$ cat config.mk
export PLATFORM = sky130hd
export DESIGN_NAME = rcs_ctrl
export DESIGN_NICKNAME = d
export VERILOG_FILES = /design/src/hdl/rcs_pkg.sv /design/src/hdl/rcs_ctrl.sv
export SDC_FILE = /design/constraint.sdc
export NUM_CORES = 1
export LEC_CHECK = 0
export BUFFER_PORTS_ARGS = -buffer_cell sky130_fd_sc_hd__clkbuf_2
export CORE_AREA = 4 4 41 43
export DETAILED_ROUTE_END_ITERATION = 10
export DIE_AREA = 0 0 45 47
export PLACE_DENSITY = 0.65
export SETUP_SLACK_MARGIN = 0.4
export SLEW_MARGIN = 20
export SYNTH_ARGS = -nofsm -noshare
export SYNTH_HDL_FRONTEND = slang
export SYNTH_SLANG_ARGS = --single-unit
$ cat constraint.sdc
create_clock -name clk -period 1.2 [get_ports clk]
set_input_delay 0.18 -clock clk [delete_from_list [all_inputs] [get_ports clk]]
set_output_delay 0.18 -clock clk [all_outputs]
set_load 0.02 [all_outputs]
$ cat src/hdl/rcs_pkg.sv
`timescale 1ns / 1ps
// ----------------------------------------------------------------------------
// rcs_pkg
// Shared types and constants for the range counting sort block.
// ----------------------------------------------------------------------------
package rcs_pkg;

  localparam int POS_W    = 10;
  localparam int LETTER_W = 5;
  localparam int COUNT_W  = 11;

  typedef enum logic [1:0] {
    OP_WRITE     = 2'd0,
    OP_SORT_UP   = 2'd1,
    OP_SORT_DOWN = 2'd2,
    OP_READ      = 2'd3
  } op_t;

  typedef enum logic [2:0] {
    ST_IDLE,
    ST_DECODE,
    ST_READ_WAIT,
    ST_COUNT,
    ST_COUNT_TAIL,
    ST_FILL_LOAD,
    ST_FILL_RUN,
    ST_RESP
  } state_t;

  typedef struct packed {
    logic take;
    logic do_write;
    logic do_read;
    logic capture_read;
    logic clear_counts;
    logic letter_init;
    logic count_rd;
    logic pos_reload;
    logic fill_load;
    logic fill_write;
    logic letter_step;
    logic load_out;
  } cmd_t;

  typedef struct packed {
    logic in_valid;
    op_t  op;
    logic err;
    logic pos_at_hi;
    logic n_zero;
    logic letter_last;
    logic out_free;
  } status_t;

endpackage

$ cat src/hdl/rcs_ctrl.sv
`timescale 1ns / 1ps
// ----------------------------------------------------------------------------
// rcs_ctrl
// Sequencer: decode, read, count pass, fill pass and response.
// ----------------------------------------------------------------------------
module rcs_ctrl (
  input  logic             clk,
  input  logic             rst,
  input  rcs_pkg::status_t status,
  output rcs_pkg::cmd_t    cmd
);
  import rcs_pkg::*;

  state_t state, state_next;

  always_ff @(posedge clk) begin
    if (rst) begin
      state <= ST_IDLE;
    end else begin
      state <= state_next;
    end
  end

  always_comb begin
    state_next = state;
    case (state)
      ST_IDLE: begin
        if (status.in_valid) state_next = ST_DECODE;
      end
      ST_DECODE: begin
        if (status.err) begin
          state_next = ST_RESP;
        end else if (status.op inside {OP_SORT_UP, OP_SORT_DOWN}) begin
          state_next = ST_COUNT;
        end else if (status.op == OP_READ) begin
          state_next = ST_READ_WAIT;
        end else begin
          state_next = ST_RESP;
        end
      end
      ST_READ_WAIT: state_next = ST_RESP;
      ST_COUNT: begin
        if (status.pos_at_hi) state_next = ST_COUNT_TAIL;
      end
      ST_COUNT_TAIL: state_next = ST_FILL_LOAD;
      ST_FILL_LOAD:  state_next = ST_FILL_RUN;
      ST_FILL_RUN: begin
        if (status.n_zero) begin
          state_next = status.letter_last ? ST_RESP : ST_FILL_LOAD;
        end
      end
      ST_RESP: begin
        if (status.out_free) state_next = ST_IDLE;
      end
      default: state_next = ST_IDLE;
    endcase
  end

  always_comb begin
    cmd = '0;
    case (state)
      ST_IDLE: cmd.take = 1'b1;
      ST_DECODE: begin
        if (!status.err) begin
          case (status.op)
            OP_WRITE: cmd.do_write = 1'b1;
            OP_READ:  cmd.do_read  = 1'b1;
            default: begin
              cmd.clear_counts = 1'b1;
              cmd.letter_init  = 1'b1;
            end
          endcase
        end
      end
      ST_READ_WAIT:  cmd.capture_read = 1'b1;
      ST_COUNT:      cmd.count_rd     = 1'b1;
      ST_COUNT_TAIL: cmd.pos_reload   = 1'b1;
      ST_FILL_LOAD:  cmd.fill_load    = 1'b1;
      ST_FILL_RUN: begin
        if (!status.n_zero) begin
          cmd.fill_write = 1'b1;
        end else if (!status.letter_last) begin
          cmd.letter_step = 1'b1;
        end
      end
      ST_RESP: cmd.load_out = status.out_free;
      default: cmd = '0;
    endcase
  end

endmodule

### Word-level counts from Yosys, hierarchy flattened

Cells that the tools add are included.

* bits in registers: 3
* bits in latches: 0
* bits in writable memories: 0
* ROM bits: 0
* input bits: 10
* memories kept: 0

* $add $sub $neg: 0
* multiply operators: 0
* divide/modulo/power cells: 0
* magnitude comparators: 0
* equality and inequality tests: 14
* shift-type cells: 0
* multiplexer cells: 26
* bitwise operators: 0
* reduce and logical (&&, ||, !) cells: 5

Operators with widths (number)
* $pmux 3 s8: 1
* $mux 3: 7
* $mux 2: 7
* $eq 3x3->1 const B: 4
* $mux 1: 11
* $ne 2x2->1 const B: 4
* $eq 3x2->1 const B: 2
* $eq 2x2->1 const B: 2
* $reduce_and 4->1: 1
* $eq 3x1->1 const B: 1
* $logic_not 3->1: 1
* $eq 2x1->1 const B: 1
* $logic_not 2->1: 1
* $reduce_bool 2->1: 1
* $reduce_or 2->1: 1

### Longest topological paths before layout

* word-level depth: 5
* mapped depth: 5
* gate-level depth less buffers: 5

### Least setup slack after synthesis

No wires, ideal clock.

* path type: reg2out
* from: register state[0]
* to: output port cmd[7] in the netlist's numbering
* arrival time: 1.208 ns
* data required time: 1.020 ns
* path slack: -0.188 ns
* cell stages (with the launch flop): 6
* buffers on the path: 2
* path through: dfxtp_1 > buf_6 > inv_2 > nor4_2 > and2_1 > buf_4

RTL lines
* start, declared: line rcs_ctrl.sv:14 `state_t state, state_next;`
* start signal, assigned: line rcs_ctrl.sv:20 `state <= state_next;`
* end, declared: line rcs_ctrl.sv:10 `output rcs_pkg::cmd_t cmd`

==> run_results.csv <==
group,metric,value,unit
synth,synthXorXnorAreaFrac,0,%
synth,synth_seq_cells,3,
timing,hold_ws,0.187,ns
clock_network,cts_tree,"built",
timing,worstMarginPinSlew,0.269,ns
placement,dp_hpwl,856,um
timing,setup_ws,-0.221,ns
final_layout,largest_register_ffs,3,
global_route,grt_pass1_vias,466,
pwr,power.leakage,0.374,nW
final_layout,layout.nets,96,
timing,fin_setup_tns,-2.04,ns
setup_path,crit_type,"flip-flop to output port",
die,rows,13,
pwr,seq_power_share,16.2,%
timing,maxSlewViolCount,0,
setup_path,cp.required,1.02,ns
outcome,status,"finished with violations",
run,drv_cap,0,
synth,synth_top_family_by_area,"simple AND/OR/NAND/NOR gates",
global_route,grtUsageTotal,13.9,%
clock_network,clockRootBuffer,"clkbuf_4",
drt,wl,1260,um
clock_network,clock_latency,0.24,ns
pwr,ir_worst_vdd,807,uV
final_layout,area_delta_synth_final,112,%
clock_network,cts.reportedPaths.clkPinSlew,0.04,ns
pwr,combPwrFrac,66.5,%
drt,viasPerCell,4.86,
timing,finClkSkew,0.00570,ns
clock_network,htreeDepth,1,
synth,synth_largest_area_cell,"dfxtp_1",
hold_path,holdPathStages,2,
synth,syn_inst,49,
global_route,grt_pass1_wl,2020,um
die,die-area,2120,um2
final_layout,mostFrequentLayoutCells,"clkbuf_2 (11), buf_6 (7), nor2_4 (5), buf_8 (5), buf_4 (5)",
drt,drtAntennaViolNets,0,
die,core_area,1300,um2
synth,netlist.area_leader.share,15.4,%
global_route,grt_max_degree,7,
die,io_pins,22,
timing,timing.final.crit_share,118,%
synth,yosysWarnings,0,
timing,post-route-min-period,1.42,ns
drt,vias,467,
final_layout,largestRegisters,"state (3)",
drt,routedWlPerCell,13.1,um
synth,synth.area.top_cells,"dfxtp_1 (15%), ha_1 (13%), buf_6 (5.8%)",
placement,pre_cts_ws,-0.0405,ns
hold_path,min-delay-start,"rst",
clock_network,numCtsBuffers,3,
drt,first_pass_iters,4,
pwr,intPower,0.000655,W
synth,avgSynthCellArea,7.97,um2
pwr,swShare,39.7,%
hold_path,hold_class,"input pin to flip-flop",
pwr,power_frac_clock,17.3,%
die,die_y,47,um
clock_network,clk_path_buf_depth,2,
final_layout,top_register,"state",
final_layout,antenna-diode-count,0,
setup_path,r2r_cells,5,
synth,yosys.area_share.simple,35.3,%
timing,rsz0062_at_grt,"yes",
timing,slew_headroom,82.0,%
timing,hold_viol,0,
clock_network,cts_hold_buf,0,
setup_path,worst_ep_arrival_time,1.24,ns
setup_path,r2r_end,"state[0]$_SDFFE_PP0P_",
pwr,power,0.00109,W
setup_path,start_kind,"flip-flop",
die,fp.dieW,45,um
synth,yosysUniqueCellTypes,26,
setup_path,r2r_start,"state[2]$_SDFFE_PP0P_",
outcome,violations,"setup timing",
global_route,gr-total-overflow,0,
drt,first_iter_violations,10,
placement,gp_congestion,0.776,
final_layout,drive_gt1_share,72.8,%
synth,synth_compound_area_share,15.7,%
drt,drc,0,
setup_path,crit_fanout,6,
hold_path,min_to,"state[0]$_SDFFE_PP0P_",
pwr,p_sw,0.000432,W
setup_path,reg2reg_slack,-0.08,ns
clock_network,cts_sinks,3,
timing,max_freq,704,MHz
pwr,p_per_area,1320,nW/um2
synth,synth_mux_area_share,5.45,%
final_layout,utilization,63.6,%
global_route,antenna_found_initial,0,
placement,portBuffers,21,
synth,synthAdderAreaFrac,12.8,%
timing,setup_violations,13,
die,initial_core_util,30.0,%
synth,yosysSeqAreaShare,15.4,%
setup_path,endpoint_kind,"output port",
synth,netlist_area,390,um2
final_layout,final_common_cell,"clkbuf_2",
synth,syn-num-nets,63,
[power groups by stage]
stage          clock (W)  sequential (W)  combinational (W)
6_report        0.000188        0.000176           0.000724
5_1_grt         0.000209        0.000180           0.000771
4_1_cts         0.000192        0.000175           0.000656
3_5_place_dp           0        0.000183           0.000428
3_3_place_gp           0        0.000181           0.000424
2_1_floorplan          0        0.000144           0.000372
[kinds of logic after synthesis]
| family | Yosys count |
|---|---|
| compound gates | 7 |
| fa+ha+maj | 4 |
| buf+inv | 10 |
| flops | 3 |
| mux | 2 |
| simple gates | 23 |
[per-stage QoR]
| stage | area [um2] | instances |
|---|---|---|
| 2_1_floorplan | 473 | 49 |
| 3_3_place_gp | 582 | 85 |
| 3_5_place_dp | 582 | 85 |
| 4_1_cts | 793 | 96 |
| 5_1_grt | 827 | 96 |
| 6_report | 827 | 96 |
[synth_stat cells, drive strengths merged]
cell and count:
a32o 1, a221oi 1, nand3b 1, inv 6, mux2 1, dfxtp 3
nor3b 2, mux2i 1, or2 1, nor2 6, o21ai 2, nand2b 3
o2111a 1, ha 4, a31oi 1, buf 4, nor4 1, and2 3
nor3 1, and3 2, nand2 3, a2111oi 1
[cell type report]
| type | instances | area (um2) |
|---|---|---|
| fillers | 104 | 474 |
| multi-input cells | 36 | 395 |
| repair buffers | 32 | 295 |
| flip-flops and latches | 3 | 68.8 |
| clock buffers | 4 | 26.3 |
| inverters | 6 | 22.5 |
| well taps | 15 | 18.8 |
[worst max path at each step]
| stage | startpoint | slack, ns | endpoint |
|---|---|---|---|
| after floorplan | state[1]$_SDFFE_PP0P_ | -0.01 | cmd[7] |
| after global placement | state[2]$_SDFFE_PP0P_ | -0.06 | state[0]$_SDFFE_PP0P_ |
| after detailed placement | state[2]$_SDFFE_PP0P_ | -0.04 | state[0]$_SDFFE_PP0P_ |
| after CTS | state[0]$_SDFFE_PP0P_ | -0.25 | cmd[1] |
| after global routing | state[1]$_SDFFE_PP0P_ | -0.28 | cmd[9] |
| final | state[0]$_SDFFE_PP0P_ | -0.22 | cmd[1] |
[worst max-delay path: stages, from the launching register on]
cell and delay (ns):
dfxtp_2 0.33, nand3b_1 0.27, nor3b_4 0.23, clkbuf_8 0.17
[metal layers]
layer  track usage, %  vias up  part of all wire [%]
li1                 -      228                     -
met1             14.7      211                    39
met2             22.0       22                    50
met3             6.13        6                   8.1
met4             9.94        0                   2.5
met5                0        -                     0
[timing repair]
item	CTS	global route
buffers inserted	7	0
gates resized for setup	33	10
endpoints found under the setup margin	15	15
gates cloned	0	0
pin swaps	10	3
Power figures use the tool's default switching activity.
